**src/rtl/obk_pkg.sv**
```systemverilog
// Shared types, constants and codes for the depth-limited order book.
package obk_pkg;

	localparam int MAX_LEVELS = 16;
	localparam int PRICE_BITS = 32;
	localparam int QTY_BITS   = 32;
	localparam int CNT_BITS   = $clog2(MAX_LEVELS + 1);
	localparam int DEPTH_BITS = 5;
	localparam int ACT_BITS   = 3;

	typedef enum logic [ACT_BITS-1:0] {
		ACT_IGNORED  = 3'd0,
		ACT_DELETED  = 3'd1,
		ACT_UPDATED  = 3'd2,
		ACT_INSERTED = 3'd3,
		ACT_EVICTED  = 3'd4
	} action_t;

	typedef enum logic [1:0] {
		OP_NONE,
		OP_DELETE,
		OP_UPDATE,
		OP_INSERT
	} cell_op_t;

	typedef struct packed {
		logic                  side;
		logic [PRICE_BITS-1:0] price;
		logic [QTY_BITS-1:0]   quantity;
	} req_t;

	typedef struct packed {
		action_t               action;
		logic [PRICE_BITS-1:0] evicted_price;
		logic [PRICE_BITS-1:0] best_price;
		logic [QTY_BITS-1:0]   best_quantity;
		logic [CNT_BITS-1:0]   level_count;
	} rsp_t;

	// request into one side's chain
	typedef struct packed {
		logic                  en;
		logic                  ask;
		logic [PRICE_BITS-1:0] price;
		logic [QTY_BITS-1:0]   qty;
	} chain_req_t;

	// broadcast to every cell of a chain
	typedef struct packed {
		cell_op_t              op;
		logic                  ask;
		logic [PRICE_BITS-1:0] price;
		logic [QTY_BITS-1:0]   qty;
	} cell_ctrl_t;

	// chain status back to the top level
	typedef struct packed {
		logic                  hit;
		logic                  at_end;
		logic [PRICE_BITS-1:0] last_price;
		logic [PRICE_BITS-1:0] head_price_nx;
		logic [QTY_BITS-1:0]   head_qty_nx;
	} chain_stat_t;

endpackage

```
**src/rtl/obk_cell.sv**
```systemverilog
// One price level cell: holds a price and quantity, shifts with its neighbors.
module obk_cell (
	input  logic                          clk,
	input  obk_pkg::cell_ctrl_t           ctrl,
	input  logic                          occ,
	input  logic [obk_pkg::PRICE_BITS-1:0] left_pr,
	input  logic [obk_pkg::QTY_BITS-1:0]   left_qt,
	input  logic                          left_ge,
	input  logic                          mpre_in,
	input  logic [obk_pkg::PRICE_BITS-1:0] right_pr,
	input  logic [obk_pkg::QTY_BITS-1:0]   right_qt,
	output logic [obk_pkg::PRICE_BITS-1:0] pr,
	output logic [obk_pkg::QTY_BITS-1:0]   qt,
	output logic                          ge,
	output logic                          ahead,
	output logic                          mpre_out,
	output logic [obk_pkg::PRICE_BITS-1:0] pr_nx,
	output logic [obk_pkg::QTY_BITS-1:0]   qt_nx
);

	logic [obk_pkg::PRICE_BITS-1:0] pr_q;
	logic [obk_pkg::QTY_BITS-1:0]   qt_q;
	logic                          match;

	assign pr       = pr_q;
	assign qt       = qt_q;
	assign match    = occ && (pr_q == ctrl.price);
	assign ahead    = occ && (ctrl.ask ? (ctrl.price < pr_q) : (ctrl.price > pr_q));
	assign ge       = ahead || !occ;
	assign mpre_out = mpre_in || match;

	always_comb begin
		pr_nx = pr_q;
		qt_nx = qt_q;
		unique case (ctrl.op)
			obk_pkg::OP_DELETE: begin
				if (mpre_in || match) begin
					pr_nx = right_pr;
					qt_nx = right_qt;
				end
			end
			obk_pkg::OP_UPDATE: begin
				if (match)
					qt_nx = ctrl.qty;
			end
			obk_pkg::OP_INSERT: begin
				if (ge && !left_ge) begin
					pr_nx = ctrl.price;
					qt_nx = ctrl.qty;
				end else if (left_ge) begin
					pr_nx = left_pr;
					qt_nx = left_qt;
				end
			end
			default: ;
		endcase
	end

	always_ff @(posedge clk) begin
		pr_q <= pr_nx;
		qt_q <= qt_nx;
	end

endmodule

```
**src/rtl/obk_chain.sv**
```systemverilog
// One side of the book: a sorted row of level cells and its control.
module obk_chain (
	input  logic                        clk,
	input  obk_pkg::chain_req_t         req,
	input  logic [obk_pkg::CNT_BITS-1:0] count,
	output obk_pkg::chain_stat_t        stat
);

	localparam int N = obk_pkg::MAX_LEVELS;

	obk_pkg::cell_ctrl_t            ctrl;
	logic [obk_pkg::PRICE_BITS-1:0] pr    [N];
	logic [obk_pkg::QTY_BITS-1:0]   qt    [N];
	logic [obk_pkg::PRICE_BITS-1:0] pr_nx [N];
	logic [obk_pkg::QTY_BITS-1:0]   qt_nx [N];
	logic [N-1:0]                   occ;
	logic [N-1:0]                   ge;
	logic [N-1:0]                   ahead;
	logic [N-1:0]                   mpre;
	logic                           hit;

	assign hit = mpre[N-1];

	always_comb begin
		ctrl.ask   = req.ask;
		ctrl.price = req.price;
		ctrl.qty   = req.qty;
		if (!req.en)
			ctrl.op = obk_pkg::OP_NONE;
		else if (hit)
			ctrl.op = (req.qty == '0) ? obk_pkg::OP_DELETE : obk_pkg::OP_UPDATE;
		else if (req.qty != '0)
			ctrl.op = obk_pkg::OP_INSERT;
		else
			ctrl.op = obk_pkg::OP_NONE;
	end

	for (genvar i = 0; i < N; i++) begin : g_cell
		logic [obk_pkg::PRICE_BITS-1:0] l_pr;
		logic [obk_pkg::QTY_BITS-1:0]   l_qt;
		logic                          l_ge;
		logic                          l_mp;
		logic [obk_pkg::PRICE_BITS-1:0] r_pr;
		logic [obk_pkg::QTY_BITS-1:0]   r_qt;

		assign occ[i] = obk_pkg::CNT_BITS'(i) < count;

		if (i == 0) begin : g_first
			assign l_pr = '0;
			assign l_qt = '0;
			assign l_ge = 1'b0;
			assign l_mp = 1'b0;
		end else begin : g_mid
			assign l_pr = pr[i-1];
			assign l_qt = qt[i-1];
			assign l_ge = ge[i-1];
			assign l_mp = mpre[i-1];
		end

		if (i == N - 1) begin : g_last
			assign r_pr = '0;
			assign r_qt = '0;
		end else begin : g_inner
			assign r_pr = pr[i+1];
			assign r_qt = qt[i+1];
		end

		obk_cell u_cell (
			.clk      (clk),
			.ctrl     (ctrl),
			.occ      (occ[i]),
			.left_pr  (l_pr),
			.left_qt  (l_qt),
			.left_ge  (l_ge),
			.mpre_in  (l_mp),
			.right_pr (r_pr),
			.right_qt (r_qt),
			.pr       (pr[i]),
			.qt       (qt[i]),
			.ge       (ge[i]),
			.ahead    (ahead[i]),
			.mpre_out (mpre[i]),
			.pr_nx    (pr_nx[i]),
			.qt_nx    (qt_nx[i])
		);
	end

	always_comb begin
		stat.hit           = hit;
		stat.at_end        = (ahead == '0);
		stat.head_price_nx = pr_nx[0];
		stat.head_qty_nx   = qt_nx[0];
		stat.last_price    = '0;
		for (int i = 0; i < N; i++) begin
			if (count == obk_pkg::CNT_BITS'(i + 1))
				stat.last_price = stat.last_price | pr[i];
		end
	end

endmodule
```
**config.mk**
```make
export PLATFORM = sky130hd
export DESIGN_NAME = obk_chain
export DESIGN_NICKNAME = d
export VERILOG_FILES = /design/src/rtl/obk_pkg.sv /design/src/rtl/obk_cell.sv /design/src/rtl/obk_chain.sv
export SDC_FILE = /design/constraint.sdc
export NUM_CORES = 2
export LEC_CHECK = 0
export BUFFER_PORTS_ARGS = -buffer_cell sky130_fd_sc_hd__buf_2
export CELL_PAD_IN_SITES_DETAIL_PLACEMENT = 0
export CELL_PAD_IN_SITES_GLOBAL_PLACEMENT = 1
export CORE_UTILIZATION = 40
export CTS_CLUSTER_SIZE = 28
export DETAILED_ROUTE_END_ITERATION = 12
export PLACE_DENSITY_LB_ADDON = 0.1
export SYNTH_ARGS = -nofsm -noshare
export SYNTH_HDL_FRONTEND = slang
export SYNTH_SLANG_ARGS = --single-unit
```
**constraint.sdc**
```tcl
create_clock -name clk -period 20.9 [get_ports clk]
set_input_delay 1.045 -clock clk [delete_from_list [all_inputs] [get_ports clk]]
set_output_delay 1.045 -clock clk [all_outputs]
set_load 0.05 [all_outputs]
```
==> metrics.txt <==
Flop pwr share about 40%; CP peak stage delay between 1 and 1.5 ns; CP startpoint kind primary input; status finished, final reports clean; Sw Ratio between 30% and 40%; num ports 170; crit path from req[61]; Initial DRC Count 7,093; Layout area overhead 10.46%; # Max-Cap Violations 0; Power Density approximately 94 mW/mm^2; CTS tree built; Seq cells post-synth a little over 1,000; hold crit path type flip-flop to flip-flop; Synth Cell Area slightly below 0.07 mm^2; Worst R2R Start g_cell[5].u_cell.pr[18]$_DFFE_PP_; Buf/Inv on CP 3; setup TNS 0 ns; Synth async-reset ratio 0%; Placement Cell Area about 0.072 mm^2; drt first pass iters 6; WP data arrival between 6 and 7 ns; Post-synth EDFFs 960; chip width approximately 420 um; Pins Over Slew Limit 0; R2R Path End g_cell[8].u_cell.pr[20]$_DFFE_PP_; maximum VDD drop 0.08109 mV; DP Worst Slack between 10 and 15 ns; vias in the first global route ~55,000; cts hold-fix bufs 0; Synth Instances approximately 7,100; Clk Latency, worst-skew pair a little over 0.8 ns; Layout Nets 7,613; fin area about 0.076 mm^2; post-synthesis sequential area ratio 43.52%; Syn. warnings 0; Via Count 59,120; most used cell, CP buf_2; PnR worst setup slack between 10 and 15 ns; crit-path leading delay family simple AND/OR/NAND/NOR gates; initial antenna violation count 17; Synth Net Count about 7,700; critical path depth 13; Synth cell types just under 90; final setup fails 0; Seq. cell area between 0.03 and 0.04 mm^2; H-tree Lvls 4; CTS max path bufs 3; Die Y-Extent around 420 um; fin crit period ~8 ns; root buffer cell clkbuf_16; Worst Tran Pin Value 1.257 ns; core footprint between 0.15 and 0.2 mm^2; Tot GR Track Use about a third; IO Port Bufs around 170; Final Cycle Share between 30% and 40%; most common cell in the netlist edfxtp_1; switching power about 0.0026 W; Util after Layout roughly 44%; final WL around 300 mm; CP required roughly 20 ns; layout cells sized above 1 under 10%; average cell area after synthesis between 9 and 10 um^2; Synth area leader edfxtp_1; Critical Path Fanout Max 57; Int Pwr 0.004575 W; global route overflow 0; ranking of synthesized cells by area edfxtp_1 (42%), mux2i_1 (12%), ha_1 (9.3%); Hold Violations, Final 0; post-CTS sizing 0; Synth top area share 41.67%; crit path max-delay cell type nor4_2; Num CTS Buffers approximately 130; DRC Markers 0; Fmax between 100 and 150 MHz; crit path kind primary input to primary output; Routed Antenna Nets 0; fillers between 15,000 and 20,000; Worst R2R Path Depth 12; hpwl dp ~190 mm; cell-by-cell trace of the critical path buf_2 > ha_1 > nand4_1 > nor4_2 > and3_1 > a2bb2oi_2 > nor4_4 > nand3_4 > o21a_4 > o21bai_4 > buf_4 > o2bb2ai_1 > buf_2; most common library cells after synthesis edfxtp_1 (960), nand2_1 (894), mux2i_1 (837); Placer Congestion about 1; vias per cell around 6.3; Comb power frac a little over a quarter; pin count of the biggest net entering global routing between 200 and 300; first-pass GRT wire length 421.7 mm; Worst setup EP type primary output; routed len/inst 31.94 um; skew final 0.02664 ns; Multi-input gate area ~0.035 mm^2; Clock transition at path regs 0.05 ns; RSZ-0062 raised after global routing false; Main synth FF type edfxtp_1; leakage approximately 32 nW; Clk pwr share approximately a third; Std-Cell Rows approximately 150; end of the critical path stat[36]; reg-to-reg setup timing slack ~14 ns; Post-CTS Setup Repair Bufs 0; Starting Density 40.28%; clk sink count 1,024; die area around 0.17 mm^2; Rel. slew slack between 10% and 20%
[power groups by stage]
| stage | sequential [W] | combinational, W | clock, W |
|---|---|---|---|
| global placement | 0.00293 | 0.00190 | 0 |
| CTS | 0.00289 | 0.00193 | 0.00235 |
| floorplan | 0.00279 | 0.00129 | 0 |
| detailed placement | 0.00293 | 0.00192 | 0 |
| finish | 0.00290 | 0.00196 | 0.00231 |
| global route | 0.00292 | 0.00209 | 0.00242 |
[sequential cells by signal (all words and copies together) (netlist names)]
register	cells
g_cell.u_cell.pr	512
g_cell.u_cell.qt	512
[through the flow]
stage / hold WS (ns) / instances / total power, W
global placement: 0.4533 / 9204 / 0.004826
CTS: 0.4818 / 9443 / 0.007167
global route: 0.4969 / 9447 / 0.007425
floorplan: 0.4963 / 7091 / 0.004076
finish: 0.4727 / 9452 / 0.007166
detailed placement: 0.4731 / 9204 / 0.004852
[kinds of logic after synthesis]
| logic type | Yosys count | synth area share [%] |
|---|---|---|
| compound gates | 1923 | 17.37 |
| fa+ha+maj | 512 | 9.260 |
| buf+inv | 1063 | 6.471 |
| flops | 1024 | 43.52 |
| mux | 839 | 12.14 |
| simple gates | 1730 | 11.23 |
[tightest hold or removal path, cell delays in order, from the launching register on]
cell and delay, ns:
dfxtp_1 0.31, inv_1 0.04, mux2i_1 0.06
[cells in the final DEF (no fill, tap or decap), drive strengths merged, types with 64 or more instances in the layout]
cell type / count
edfxtp: 960
nand2: 895
mux2i: 837
o21ai: 744
inv: 565
ha: 512
a21oi: 490
nor2: 326
buf: 306
nand4: 266
clkbuf: 177
a221oi: 132
a22o: 130
o211ai: 97
nand3: 69
dfxtp: 64
[final cells by class]
| type | instances | area share, % |
|---|---|---|
| well taps | 2310 | 3.782 |
| repair buffers | 306 | 2.486 |
| flip-flops and latches | 1024 | 39.40 |
| inverters | 560 | 2.751 |
| diodes | 9 | 0.02947 |
| multi-input cells | 5004 | 46.01 |
| clock inverters | 62 | 0.8056 |
| clock buffers | 177 | 4.735 |
[metal layers]
metal  vias up  part of all wire, %  global-route usage [%]
met5         -                0.011                       0
met4         6                  5.1                   16.48
met3       590                  8.4                   5.735
met2      2985                   44                   51.54
met1     29290                   42                   45.99
li1      26260                    -                       -
[how the worst min path moves through the flow]
stage | from | to | cells past startpoint
floorplan | g_cell[15].u_cell.qt[0]$_DFFE_PP_ | g_cell[14].u_cell.qt[0]$_DFFE_PP_ | 2
global placement | g_cell[0].u_cell.qt[22]$_DFF_P_ | g_cell[0].u_cell.qt[22]$_DFF_P_ | 2
detailed placement | g_cell[0].u_cell.qt[14]$_DFF_P_ | g_cell[0].u_cell.qt[14]$_DFF_P_ | 2
CTS | g_cell[0].u_cell.qt[14]$_DFF_P_ | g_cell[0].u_cell.qt[14]$_DFF_P_ | 2
global route | g_cell[0].u_cell.qt[20]$_DFF_P_ | g_cell[0].u_cell.qt[20]$_DFF_P_ | 2
finish | g_cell[0].u_cell.qt[27]$_DFF_P_ | g_cell[0].u_cell.qt[27]$_DFF_P_ | 2
(Power assumes the default switching activity.)
